<file path="src/sv/ship_rrip_stream_bypass_replacer_top_assert.svh">
// Assertion macros used by the replacer controller.
`ifndef SHIP_RRIP_STREAM_BYPASS_REPLACER_TOP_ASSERT_SVH
`define SHIP_RRIP_STREAM_BYPASS_REPLACER_TOP_ASSERT_SVH
// Implication checked on every clock edge outside reset.
`define SRB_ASSERT_IMP(label, clk, rst, pre, post) \
   label: assert property (@(posedge clk) disable iff (rst) (pre) |-> (post)) \
      else $error("assertion failed");
// Next-cycle implication checked outside reset.
`define SRB_ASSERT_NEXT(label, clk, rst, pre, post) \
   label: assert property (@(posedge clk) disable iff (rst) (pre) |=> (post)) \
      else $error("assertion failed");
`endif

</file>
<file path="src/sv/srb_pkg.sv">
// ----------------------------------------------------------------------------
// srb_pkg
// Shared types and constants of the replacer.
// ----------------------------------------------------------------------------
package srb_pkg;
   localparam logic [1:0] RRPV_MAX = 2'd3;
   localparam logic [1:0] CTR_MAX = 2'd3;
   localparam logic [2:0] STREAM_MAX = 3'd7;
   localparam logic [1:0] REUSE_MAX = 2'd3;
   localparam logic [1:0] REG_STREAM = 2'd0;
   localparam logic [1:0] REG_LIVE = 2'd1;
   localparam logic [1:0] REG_NEAR = 2'd2;

   // Commands from controller to datapath.
   typedef struct packed {
      logic clear;     // clear the next row and counter entry, each if in range, after reset
      logic capture;   // latch request fields
      logic read_row;  // issue memory reads
      logic compute;   // evaluate, produce result and write data
      logic write_row; // write memories
      logic rsp_load;  // load response register
   } cmd_type;

   typedef struct packed {
      logic clear_last; // the clearing pass is on its last entry
   } status_type;
endpackage

</file>
<file path="src/sv/srb_ctrl.sv">
// ----------------------------------------------------------------------------
// srb_ctrl
// Sequencer: clearing pass, capture, read row, compute, write row and respond.
// ----------------------------------------------------------------------------
module srb_ctrl (
   input  logic                clock,
   input  logic                reset,
   input  logic                req_valid,
   output logic                req_ready,
   output logic                rsp_valid,
   input  logic                rsp_ready,
   input  srb_pkg::status_type status,
   output srb_pkg::cmd_type    cmd
);
   import srb_pkg::*;
   localparam logic [2:0] S_IDLE = 3'd0, S_READ = 3'd1, S_CALC = 3'd2,
                          S_WRITE = 3'd3, S_HOLD = 3'd4, S_CLEAR = 3'd5;
   logic [2:0] state_ff, state_in;
   logic rv_ff, rv_in;

   assign req_ready = state_ff == S_IDLE;
   assign rsp_valid = rv_ff;

   always_comb begin
      state_in = state_ff;
      rv_in = rv_ff;
      cmd = '0;
      if (rv_ff && rsp_ready) rv_in = 1'b0;
      unique case (state_ff)
         S_CLEAR: begin
            cmd.clear = 1'b1;
            if (status.clear_last) state_in = S_IDLE;
         end
         S_IDLE: if (req_valid) begin cmd.capture = 1'b1; state_in = S_READ; end
         S_READ: begin cmd.read_row = 1'b1; state_in = S_CALC; end
         S_CALC: begin cmd.compute = 1'b1; state_in = S_WRITE; end
         S_WRITE: begin cmd.write_row = 1'b1; state_in = S_HOLD; end
         S_HOLD: if (!rv_ff || rsp_ready) begin
            cmd.rsp_load = 1'b1; rv_in = 1'b1; state_in = S_IDLE;
         end
         default: state_in = S_IDLE;
      endcase
   end

   always_ff @(posedge clock) begin
      if (reset) begin
         state_ff <= S_CLEAR;
         rv_ff <= 1'b0;
      end else begin
         state_ff <= state_in;
         rv_ff <= rv_in;
      end
   end

`include "ship_rrip_stream_bypass_replacer_top_assert.svh"
   `SRB_ASSERT_NEXT(a_cap_read, clock, reset, cmd.capture, state_ff == S_READ)
   `SRB_ASSERT_IMP(a_ready_idle, clock, reset, req_ready, !cmd.write_row)
   `SRB_ASSERT_NEXT(a_load_valid, clock, reset, cmd.rsp_load, rsp_valid)
endmodule

</file>
<file path="config.mk">
export PLATFORM = sky130hd
export DESIGN_NAME = srb_ctrl
export DESIGN_NICKNAME = d
export VERILOG_FILES = /design/src/sv/srb_pkg.sv /design/src/sv/srb_ctrl.sv
export VERILOG_INCLUDE_DIRS = /design/src /design/src/sv
export SDC_FILE = /design/constraint.sdc
export NUM_CORES = 1
export LEC_CHECK = 0
export BUFFER_PORTS_ARGS = -buffer_cell sky130_fd_sc_hd__buf_2
export CAP_MARGIN = 15
export CORE_AREA = 5 5 42 44
export CTS_CLUSTER_SIZE = 20
export DETAILED_ROUTE_END_ITERATION = 10
export DIE_AREA = 0 0 47 49
export GPL_TIMING_DRIVEN = 0
export HOLD_SLACK_MARGIN = 0.12
export PLACE_DENSITY = 0.46
export SLEW_MARGIN = 20
export SYNTH_ARGS = -nofsm -noshare
export SYNTH_HDL_FRONTEND = slang
export SYNTH_SLANG_ARGS = --single-unit
export TNS_END_PERCENT = 10
</file>
<file path="constraint.sdc">
create_clock -name clock -period 1.19 [get_ports clock]
set_input_delay 0.1785 -clock clock [delete_from_list [all_inputs] [get_ports clock]]
set_output_delay 0.1785 -clock clock [all_outputs]
set_load 0.01 [all_outputs]
</file>
Word level (Yosys, flattened, before mapping)
Cells that the tools add are included.
- word-level logic and storage cells: 30
- memory bits (read-only): 0
- memory bits (writable): 0
- bits in latches: 0
- memories: 0
- input bits: 5
- register bits: 4
- output and inout port bits: 8
- multipliers: 0
- equal/unequal tests: 8
- muxes and demuxes: 15
- magnitude comparators: 0
- bitwise operators: 0
- shifts and indexed selects: 0
- divide/modulo/power cells: 0
- $add $sub $neg: 0
- reduce and logical (&&, ||, !) cells: 5
- operators by type and width (cell ; number):
    $pmux W3 S6 ; 1
    $mux W1 ; 11
    $mux W3 ; 3
    $eq A3 B2 Y1 const B ; 2
    $eq A3 B3 Y1 const B ; 2
    $ne A2 B2 Y1 const B ; 3
    $eq A3 B1 Y1 const B ; 1
    $logic_not A3 Y1 ; 1
    $reduce_and A3 Y1 ; 1
    $logic_and A1 B1 Y1 ; 1
    $logic_not A1 Y1 ; 1
    $logic_or A1 B1 Y1 ; 1

Depth between registers and ports, before layout
Gate-level depths: netlist (run 1).
- word-level depth: 4
- gate-level depth with buffers: 4
- depth with buffers taken out: 3

Least setup slack after synthesis (run 1)
Ideal clock, no wire load.
- path kind: register -> output
- start point: register state_ff[0]
- end point: output cmd[4] (netlist bit)
- cell stages (with the launch flop): 4
- arrival time: 984 ps
- path buffers: 1
- slack: 27 ps
- required time: 1012 ps
- cell sequence: dfxtp_1 -> buf_6 -> nor3_1 -> and2_1
- RTL lines (item ; RTL line ; RTL):
    start, declared ; srb_ctrl.sv:18 ; logic [2:0] state_ff, state_in;
    start signal, assigned ; srb_ctrl.sv:50 ; state_ff <= state_in;
    end, declared ; srb_ctrl.sv:13 ; output srb_pkg::cmd_type cmd

==> summary.md, run 1 <==
| Metric | Value |
|---|---|
| Outcome | finished, violations left |
| Violations in the final reports | setup timing |
| Number of fillers in the final layout | 172 |
| CTS H-tree depth | 1 |
| Buffers on Ports | 12 |
| Number of slew-limit violations in the final report | 0 |
| Routed wire length | 546 um |
| Maximum count of clock buffers along a single path | 2 |
| Class of the tightest hold or removal check | in -> reg |
| Remaining routing DRC violations | 0 |
| Quantity of hold-fixing buffers added after cts | 0 |
| Cell with the biggest individual delay on the critical path | dfxtp_1 |
| Area added between synthesis and finish | 55.8% |
| Unrepaired setup endpoints after global routing | yes |
| Sequence of cells on the critical path | buf_6 -> nor3_4 -> and2_1 -> buf_2 |
| Horizontal die dimension | 47 um |
| Highest net fanout along the worst path | 10 |
| CTS tree | done |
| Kind of cell adding the most delay to the critical path | simple AND/OR/NAND/NOR gates |
| Worst-case hold slack | 0.148 ns |
| Post-CTS Setup Bufs | 0 |
| RR Startpoint | state_ff[1] |
| Fraction of power consumed by combinational cells | 31.3% |
| Depth of the worst hold-timing path | 2 |
| Net switching power | 0.000126 W |
| Average vias per placed instance | 4.15 |
| Maximum capacitance violations | 0 |
| Initial standard-cell utilization of the core | 17.6% |
| Crit path DAT | 1.08 ns |
| R2r endpoint | state_ff[0] |
| Number of failing setup endpoints in the final timing report | 4 |
| Launch instance of the worst min-delay path | reset |
| Post-layout worst setup margin | -0.0679 ns |
| Total core area | 1400 um2 |
| Relative slew slack | 84.2% |
| Die Footprint | 2300 um2 |
| Routed wirelength normalized by instance count | 8.95 um |
| Half-perimeter wire length after placement | 434 um |
| First-pass GRT wire length | 903 um |
| Pwr Density | 1200 nW/um2 |
| Total of flip-flops plus latches after synthesis | 4 |
| Post-layout min period | 1.26 ns |
| Total clock buffers created by CTS | 3 |
| Antenna-violating nets left | 0 |
| Maximum number of pins on one net before global-route repair | 11 |
| Launching element type of the critical path | flip-flop |
| Sequential cell fraction of total power | 33.3% |
| Overall track demand over capacity in global routing | 5.85% |
| Drt first pass iters | 2 |
| P_int | 0.000336 W |
| Category of the worst setup path capture point | output port |
| Net switching fraction of the power | 27.2% |
| Worst min-delay path endpoint | state_ff[1] |
| Maximum operating frequency | 795 MHz |
| Yosys top cell by area | dfxtp_1 |
| Total leakage power | 0.183 nW |
| Data required, critical path | 1.01 ns |
| Count of synthesis-stage warnings from yosys | 0 |
| Slew at the pin with the worst max-slew slack | 0.236 ns |
| Number of unique standard cell types used by synthesis | 17 |
| VDD IR max | 0.346 mV |
| 1st-iter DRT viols | 2 |
| Worst-path clk slew | 0.04 ns |
| Number of hold-slack violations in the final timing report | 0 |
| Antenna violations before repair | 0 |
| Cell area after synthesis | 246 um2 |
| Insertion delay to the later sink of the worst-skew pair | 0.23 ns |
| Worst path max stage delay | 0.30 ns |
| Nets | 52 |
| Clk sinks | 4 |
| Fraction of post-synthesis cell area in the top cell type by area | 32.5% |
| Worst slack at placement | 0.104 ns |
| R2r worst-path depth | 4 |
| Sequential share of the synthesized area | 32.5% |
| Finished Layout Cells | 61 |
| CTS root buf | clkbuf_4 |
| Clk pwr share | 35.4% |
| Syn Nets | 35 |
| Io pins | 13 |
| Kind of critical path | reg -> out |
| Via count of the first global-routing pass | 210 |
| GPL Wtd Cong | 0.641 |
| Syn_area_per_cell | 8.22 um2 |
| Remaining global-route overflow | 0 |
| Total via count in the routed design | 253 |
| Synthesized instance count | 30 |
| R2R setup slack | 0.14 ns |
| Antenna Cells | 0 |
| Area contributors post-synth | dfxtp_1 (32%), buf_6 (9.1%), nor3_1 (6.1%) |
| Cell count after placement | 58 |
| Ratio of cells with drive above 1 in the final layout | 51.1% |
| Count of buffering cells on the critical path with inverters included | 2 |
| Worst setup skew after layout | 0.000573 ns |
| Period utilization | 106% |
| Die Span Y | 49 um |
| Number of rows in the core area | 14 |
[power by group through the flow]
stage	combinational [W]	sequential, W	clock (W)
finish	0.000144	0.000154	0.000163
global route	0.000157	0.000154	0.000186
CTS	0.000147	0.000153	0.000171
detailed placement	0.000124	0.000154	0
global placement	0.000123	0.000154	0
floorplan	0.0000841	0.000155	0
[registers in the layout, indices dropped and copies added, names as in the netlist]
name       cells
rsp_valid      1
state_ff       3
[how the worst max path moves through the flow]
stage	start	to	slack, ns	cells after the start
floorplan	state_ff[0]	cmd[4]	0.03	3
global placement	state_ff[0]	cmd[4]	0.11	4
detailed placement	state_ff[0]	cmd[4]	0.10	4
CTS	state_ff[0]	cmd[4]	-0.08	4
global route	state_ff[0]	cmd[4]	-0.16	4
finish	state_ff[0]	cmd[4]	-0.07	4
[layout by cell type (no fill, tap or decap)]
cell type and n:
buf_2 11, buf_6 4, nor2_1 3, clkbuf_4 3, dfxtp_1 3, and2_1 2, nor3b_1 2, nand2_1 2
nor3_1 2, nor2b_4 1, and2b_1 1, nor3_4 1, nor2b_1 1, nor2_2 1, and3b_2 1, o21ai_0 1
a31oi_1 1, a21oi_1 1, xnor2_1 1, and4bb_1 1, or3_1 1, dfxtp_2 1
[worst reg2reg max path, cell delays in order, from the launching register on]
cell and delay, ns:
dfxtp_2 0.31, buf_6 0.13, nor2_1 0.11, nor3_1 0.05, or3_1 0.33
[through the flow]
stage	utilization (%)	total power (W)	TNS, ns	area [um2]
final	27.4	0.000461	-0.224	384
after global routing	27.4	0.000497	-0.616	384
after CTS	27.4	0.000471	-0.280	384
after detailed placement	23.3	0.000278	0	327
after global placement	23.3	0.000277	0	327
after floorplan	-	0.000239	0	246
[Yosys cell counts]
| master | number |
|---|---|
| nor3_1 | 3 |
| or3_1 | 1 |
| a31oi_1 | 1 |
| nor2_1 | 4 |
| nor3b_1 | 2 |
| and3b_2 | 1 |
| nor2b_1 | 2 |
| buf_6 | 2 |
| a21oi_1 | 1 |
| o21ai_0 | 1 |
| xnor2_1 | 1 |
| and4bb_1 | 1 |
| and2b_1 | 1 |
| dfxtp_1 | 4 |
| nand2_1 | 2 |
| and2_1 | 2 |
| buf_2 | 1 |
[what timing repair did]
item	CTS	global route
setup endpoints to repair	7	7
pin swaps	2	1
hold endpoints to repair	0	0
gates resized for setup	9	0
[layer usage]
metal,global-route usage (%),vias to the layer above,routed length [um]
li1,-,132,-
met3,4.43,2,30
met5,0,-,0
met2,7.24,6,277
met1,5.95,113,227
met4,5.53,0,11
[cells by family after synthesis]
group,share of synthesized area (%)
and+or+nand+nor,46.2
xor gates and xnor gates,3.55
buffers and inverters,11.2
AOI/OAI and AO/OA,6.60
DFF,32.5
[cell type report]
type                            count  area [um2]  share of cell area, %
Timing Repair Buffer               12        66.3                   17.3
Clock buffer                        3        22.5                   5.86
Tap cell                           16        20.0                   5.21
Sequential cell                     4        81.3                   21.2
Buffer                              3        33.8                   8.79
Multi-Input combinational cell     23         160                   41.7
Note: power is estimated with default switching activity, not from simulation.
==> run 2, diff against run 1 <==
Settings changed: MAX_ROUTING_LAYER from default to met4.
==> run 2 against run 1 <==
Effect of this change:
- clock-buffer cell count is the same
- largest power group unchanged
- the flow still finishes with violations (setup timing)
- die area is the same
- critical path depth is the same
==> summary.md, run 2 (same netlist as run 1, synthesis figures left out) <==
| Metric | Value |
|---|---|
| Number of hold-slack violations in the final timing report | 0 (unchanged) |
| Number of rows in the core area | 14 (unchanged) |
| Finished Layout Cells | 61 (unchanged) |
| Io pins | 13 (unchanged) |
| Number of slew-limit violations in the final report | 0 (unchanged) |
| CTS H-tree depth | 1 (unchanged) |
| Number of failing setup endpoints in the final timing report | 4 (unchanged) |
| Maximum capacitance violations | 0 (unchanged) |
| Total core area | 1400 um2 (unchanged) |
| Number of fillers in the final layout | 172 (unchanged) |
| Cell count after placement | 58 (unchanged) |
| Half-perimeter wire length after placement | 434 um (unchanged) |
| Initial standard-cell utilization of the core | 17.6% (unchanged) |
| Insertion delay to the later sink of the worst-skew pair | 0.23 ns (about the same) |
| Worst slack at placement | 0.104 ns (unchanged) |
| Antenna violations before repair | 0 (unchanged) |
| Remaining routing DRC violations | 0 (unchanged) |
| Remaining global-route overflow | 0 (unchanged) |
| GPL Wtd Cong | 0.647 (+0.84%) |
| Launching element type of the critical path | flip-flop |
| CTS root buf | clkbuf_4 |
| Pwr Density | 1200 nW/um2 (-0.15%) |
| CTS tree | done |
| P_int | 0.000336 W (about the same) |
| Overall track demand over capacity in global routing | 5.78% (-0.069 points) |
| 1st-iter DRT viols | 2 (unchanged) |
| Routed wirelength normalized by instance count | 8.95 um (unchanged) |
| Maximum count of clock buffers along a single path | 2 (unchanged) |
| Die Span Y | 49 um (unchanged) |
| Horizontal die dimension | 47 um (unchanged) |
| Buffers on Ports | 12 (unchanged) |
| Depth of the worst hold-timing path | 2 (unchanged) |
| Period utilization | 106% (about the same) |
| R2r worst-path depth | 4 (unchanged) |
| Die Footprint | 2300 um2 (unchanged) |
| Register name with the most flops | state_ff |
| Worst min-delay path endpoint | state_ff[1] |
| Total clock buffers created by CTS | 3 (unchanged) |
| Average vias per placed instance | 4.18 (+0.79%) |
| Area added between synthesis and finish | 55.8% (unchanged) |
| Relative slew slack | 84.3% (about the same) |
| Via count of the first global-routing pass | 211 (+0.48%) |
| Slew at the pin with the worst max-slew slack | 0.235 ns (-0.00121 ns) |
| Total leakage power | 0.183 nW (unchanged) |
| Net switching power | 0.000125 W (-0.53%) |
| Flip-flop count of the largest register after layout | 3 (unchanged) |
| Crit path DAT | 1.08 ns (about the same) |
| R2r endpoint | state_ff[0] |
| Worst setup skew after layout | 0.000545 ns (-0.0000279 ns) |
| Sequential cell fraction of total power | 33.3% (about the same) |
| Data required, critical path | 1.01 ns (about the same) |
| Antenna-violating nets left | 0 (unchanged) |
| Post-layout worst setup margin | -0.0670 ns (+0.000848 ns) |
| Launch instance of the worst min-delay path | reset |
| Highest net fanout along the worst path | 10 (unchanged) |
| Drt first pass iters | 2 (unchanged) |
| Unrepaired setup endpoints after global routing | yes |
| Nets | 52 (unchanged) |
| Violations in the final reports | setup timing |
| Routed wire length | 546 um (unchanged) |
| Leading cell type in the layout, fill and taps excluded | buf_2 |
| Maximum number of pins on one net before global-route repair | 11 (unchanged) |
| Total via count in the routed design | 255 (+0.79%) |
| Category of the worst setup path capture point | output port |
| Net switching fraction of the power | 27.1% (-0.10 points) |
| Post-route total power | 0.000461 W (-0.15%) |
| First-pass GRT wire length | 890 um (-1.4%) |
| VDD IR max | 0.346 mV (about the same) |
| Outcome | finished, violations left |
| RR Startpoint | state_ff[1] |
| Fraction of power consumed by combinational cells | 31.4% (about the same) |
| Clk sinks | 4 (unchanged) |
| Worst-path clk slew | 0.04 ns (about the same) |
| Kind of critical path | reg -> out |
| Clk pwr share | 35.3% (about the same) |
| Ratio of cells with drive above 1 in the final layout | 51.1% (unchanged) |
| Antenna Cells | 0 (unchanged) |
| R2R setup slack | 0.14 ns (about the same) |
| Post-CTS Setup Bufs | 0 (unchanged) |
| Post-layout min period | 1.26 ns (-0.000848 ns) |
| Leading cell types in the layout, fill and taps excluded | buf_2 (11), buf_6 (4), nor2_1 (3), clkbuf_4 (3), dfxtp_1 (3) |
| Class of the tightest hold or removal check | in -> reg |
| Maximum operating frequency | 796 MHz (about the same) |
## run 2: through the flow
stage	cell area, um2	utilization, %	hold WS, ns	setup TNS, ns
6_report	384	27.4	0.149	-0.221
5_1_grt	384	27.4	0.144	-0.580
4_1_cts	384	27.4	0.144	-0.280
3_5_place_dp	327	23.3	0.392	0
3_3_place_gp	327	23.3	0.391	0
2_1_floorplan	246	-	0.251	0
## run 2: how the worst max path moves through the flow
stage | from | endpoint | cells past startpoint
floorplan | state_ff[0] | cmd[4] | 3
global placement | state_ff[0] | cmd[4] | 4
detailed placement | state_ff[0] | cmd[4] | 4
CTS | state_ff[0] | cmd[4] | 4
global route | state_ff[0] | cmd[4] | 4
finish | state_ff[0] | cmd[4] | 4
## run 2: critical path: stages (launching register included)
cell and delay [ns]:
dfxtp_1 0.30, buf_6 0.13, nor3_4 0.17, and2_1 0.13, buf_2 0.12
## run 2: layer usage
| layer | GRT usage [%] | part of all wire (%) | vias to the layer above | wire (um) |
|---|---|---|---|---|
| met3 | 3.32 | 5.5 | 4 | 30 |
| met4 | 5.53 | 3.5 | 0 | 19 |
| met1 | 5.95 | 42 | 113 | 227 |
| li1 | - | - | 132 | - |
| met5 | - | 0 | - | 0 |
| met2 | 7.24 | 49 | 6 | 269 |
## run 2: what timing repair did
item                                    in CTS  in global routing
endpoints found under the setup margin       7                  7
pin swaps                                    2                  1
hold buffers                                 0                  0
resized for setup                            9                  0
## run 2: final cells by class
class | count | area [um2] | area share [%]
buffer | 3 | 33.8 | 8.79
clock buffer | 3 | 22.5 | 5.86
multi-input combinational | 23 | 160 | 41.7
sequential | 4 | 81.3 | 21.2
tap | 16 | 20.0 | 5.21
timing repair buffer | 12 | 66.3 | 17.3
## run 2: power groups by stage
stage,combinational (W),clock [W],sequential [W]
2_1_floorplan,0.0000841,0,0.000155
3_3_place_gp,0.000123,0,0.000154
3_5_place_dp,0.000124,0,0.000154
4_1_cts,0.000147,0.000171,0.000153
5_1_grt,0.000157,0.000182,0.000154
6_report,0.000144,0.000163,0.000154
==> run 3, diff against run 2 <==
Settings changed: CORE_AREA 5 5 42 44 to 2 2 39 41, DIE_AREA 0 0 47 49 to 0 0 41 43, SETUP_SLACK_MARGIN from default to 0.4.
==> run 3 against run 2 <==
Effect of this change:
- the run still ends with setup timing left
- combinational power grew 28%
- first-iteration DRC count rose to 5.0 times the previous value
- clock-buffer cell count unchanged
- global-route usage increased by 4.7 points
- clock skew increased by 0.0022 ns
- critical path depth stayed put
- worst setup slack got worse by 0.020 ns
- hold slack improved by 0.0059 ns
- wire length rose by 26%
- largest cell class unchanged
- highest routed layer is now met3
==> summary.md, run 3 (same netlist as run 1, synthesis figures left out) <==
| Metric | Value |
|---|---|
| Total core area | 1380 um2 (-1.2%) |
| Detail Route met2 WL | 381 um (+42%) |
| Highest net fanout along the worst path | 10 (unchanged) |
| Routed wire length | 686 um (+26%) |
| Insertion delay to the later sink of the worst-skew pair | 0.24 ns (about the same) |
| Die Footprint | 1760 um2 (-23%) |
| Post-layout min period | 1.28 ns (+0.0205 ns) |
| Finished Layout Cells | 65 (+6.6%) |
| GPL Wtd Cong | 0.697 (+7.7%) |
| Number of rows in the core area | 14 (unchanged) |
| Maximum operating frequency | 783 MHz (-1.6%) |
| Relative slew slack | 84.6% (+0.29 points) |
| Maximum count of clock buffers along a single path | 2 (unchanged) |
| CTS tree | done |
| Routed metal-1 wire length | 272 um (+20%) |
| Total clock buffers created by CTS | 3 (unchanged) |
| Category of the worst setup path capture point | output port |
| Top routing layer in use | met3 |
| Unrepaired setup endpoints after global routing | yes |
| Number of slew-limit violations in the final report | 0 (unchanged) |
| Average vias per placed instance | 4.37 (+4.5%) |
| CTS root buf | clkbuf_4 |
| Crit path DAT | 1.10 ns (+0.02 ns) |
| Pwr Density | 1130 nW/um2 (-5.6%) |
| Class of the tightest hold or removal check | in -> reg |
| Overall track demand over capacity in global routing | 10.5% (+4.7 points) |
| Launching element type of the critical path | flip-flop |
| Number of failing setup endpoints in the final timing report | 5 (+1) |
| Worst slack at placement | 0.126 ns (+0.0223 ns) |
| Quantity of hold-fixing buffers added after cts | 0 (unchanged) |
| Slew at the pin with the worst max-slew slack | 0.231 ns (-0.00432 ns) |
| 1st-iter DRT viols | 10 (+8) |
| Clk sinks | 4 (unchanged) |
| Nets | 56 (+7.7%) |
| Via count of the first global-routing pass | 265 (+26%) |
| Post-layout worst setup margin | -0.0875 ns (-0.0205 ns) |
| Routed wirelength normalized by instance count | 10.6 um (+18%) |
| VDD IR max | 0.421 mV (+22%) |
| Outcome | finished, violations left |
| CTS H-tree depth | 1 (unchanged) |
| Leading cell types in the layout, fill and taps excluded | buf_2 (9), buf_6 (8), nor2_1 (3), clkbuf_4 (3), dfxtp_2 (3) |
| Number of hold-slack violations in the final timing report | 0 (unchanged) |
| Io pins | 13 (unchanged) |
| Period utilization | 107% (+1.7 points) |
| Buffers on Ports | 12 (unchanged) |
| Initial standard-cell utilization of the core | 17.8% (+0.22 points) |
| DR WL met3 | 31 um (+3.3%) |
| Maximum capacitance violations | 0 (unchanged) |
| Violations in the final reports | setup timing |
| Post-route total power | 0.000508 W (+10%) |
| Antenna-violating nets left | 0 (unchanged) |
| Post-layout instance area | 449 um2 (+17%) |
| First-pass GRT wire length | 1.13 mm (+27%) |
| Remaining global-route overflow | 0 (unchanged) |
| Flip-flop count of the largest register after layout | 3 (unchanged) |
| Remaining routing DRC violations | 0 (unchanged) |
| Antenna Cells | 0 (unchanged) |
| Ratio of cells with drive above 1 in the final layout | 63.3% (+12 points) |
| Dpl cell area | 342 um2 (+4.6%) |
| Die Span Y | 43 um (-12%) |
| Maximum number of pins on one net before global-route repair | 11 (unchanged) |
| Total leakage power | 0.211 nW (+15%) |
| Leading cell type in the layout, fill and taps excluded | buf_2 |
| Horizontal die dimension | 41 um (-13%) |
| Register name with the most flops | state_ff |
| Drt first pass iters | 4 (+2) |
| Antenna violations before repair | 0 (unchanged) |
| Data required, critical path | 1.01 ns (about the same) |
| Total via count in the routed design | 284 (+11%) |
| Worst-path clk slew | 0.04 ns (about the same) |
| Worst setup skew after layout | 0.00274 ns (+0.00219 ns) |
| Kind of critical path | reg -> out |
| Area added between synthesis and finish | 82.2% |
| Cell count after placement | 58 (unchanged) |
| Final design utilization | 32.5% (+5.0 points) |
[run 3: path summary, 6_finish.rpt]
| check | slack, ns | startpoint | to | cells after the start |
|---|---|---|---|---|
| setup reg to reg | 0.04 | state_ff[1] | state_ff[0] | 4 |
| hold / removal | 0.15 | reset | state_ff[1] | 2 |
| setup / recovery | -0.09 | state_ff[0] | cmd[4] | 4 |
| hold reg to reg | 0.62 | state_ff[2] | state_ff[0] | 2 |
[run 3: cell type report]
class	count	area [um2]
fill	153	935
tap	16	20.0
multi-input combinational	23	173
timing repair buffer	16	116
clock buffer	3	22.5
sequential	4	83.8
buffer	3	33.8
[run 3: timing repair]
action | 4_1_cts | 5_1_grt
resized for setup | 9 | 5
cloned | 0 | 0
endpoints found under the setup margin | 11 | 12
pin swaps | 4 | 4
setup buffers | 3 | 1
[run 3: report_power, final]
part           total [W]  internal [W]  leakage (nW)  switching, W
registers       0.000156      0.000149        0.0340    0.00000699
logic           0.000184      0.000102         0.163     0.0000826
clock network   0.000168      0.000113        0.0138     0.0000550
[run 3: routing by layer]
layer	vias to the layer above	GRT usage, %
met5	-	-
met4	0	8.00
met3	0	4.71
met2	10	15.0
met1	135	10.6
li1	139	-
[run 3: critical path: stages, from the launching register on]
cell and delay [ns]:
dfxtp_1 0.30, buf_6 0.14, nor3_4 0.18, and2_4 0.16, buf_6 0.09
[run 3: stage by stage]
stage | setup TNS [ns] | hold slack (ns)
floorplan | 0 | 0.248
global placement | 0 | 0.391
detailed placement | 0 | 0.392
CTS | -0.345 | 0.149
global route | -0.651 | 0.142
finish | -0.229 | 0.155
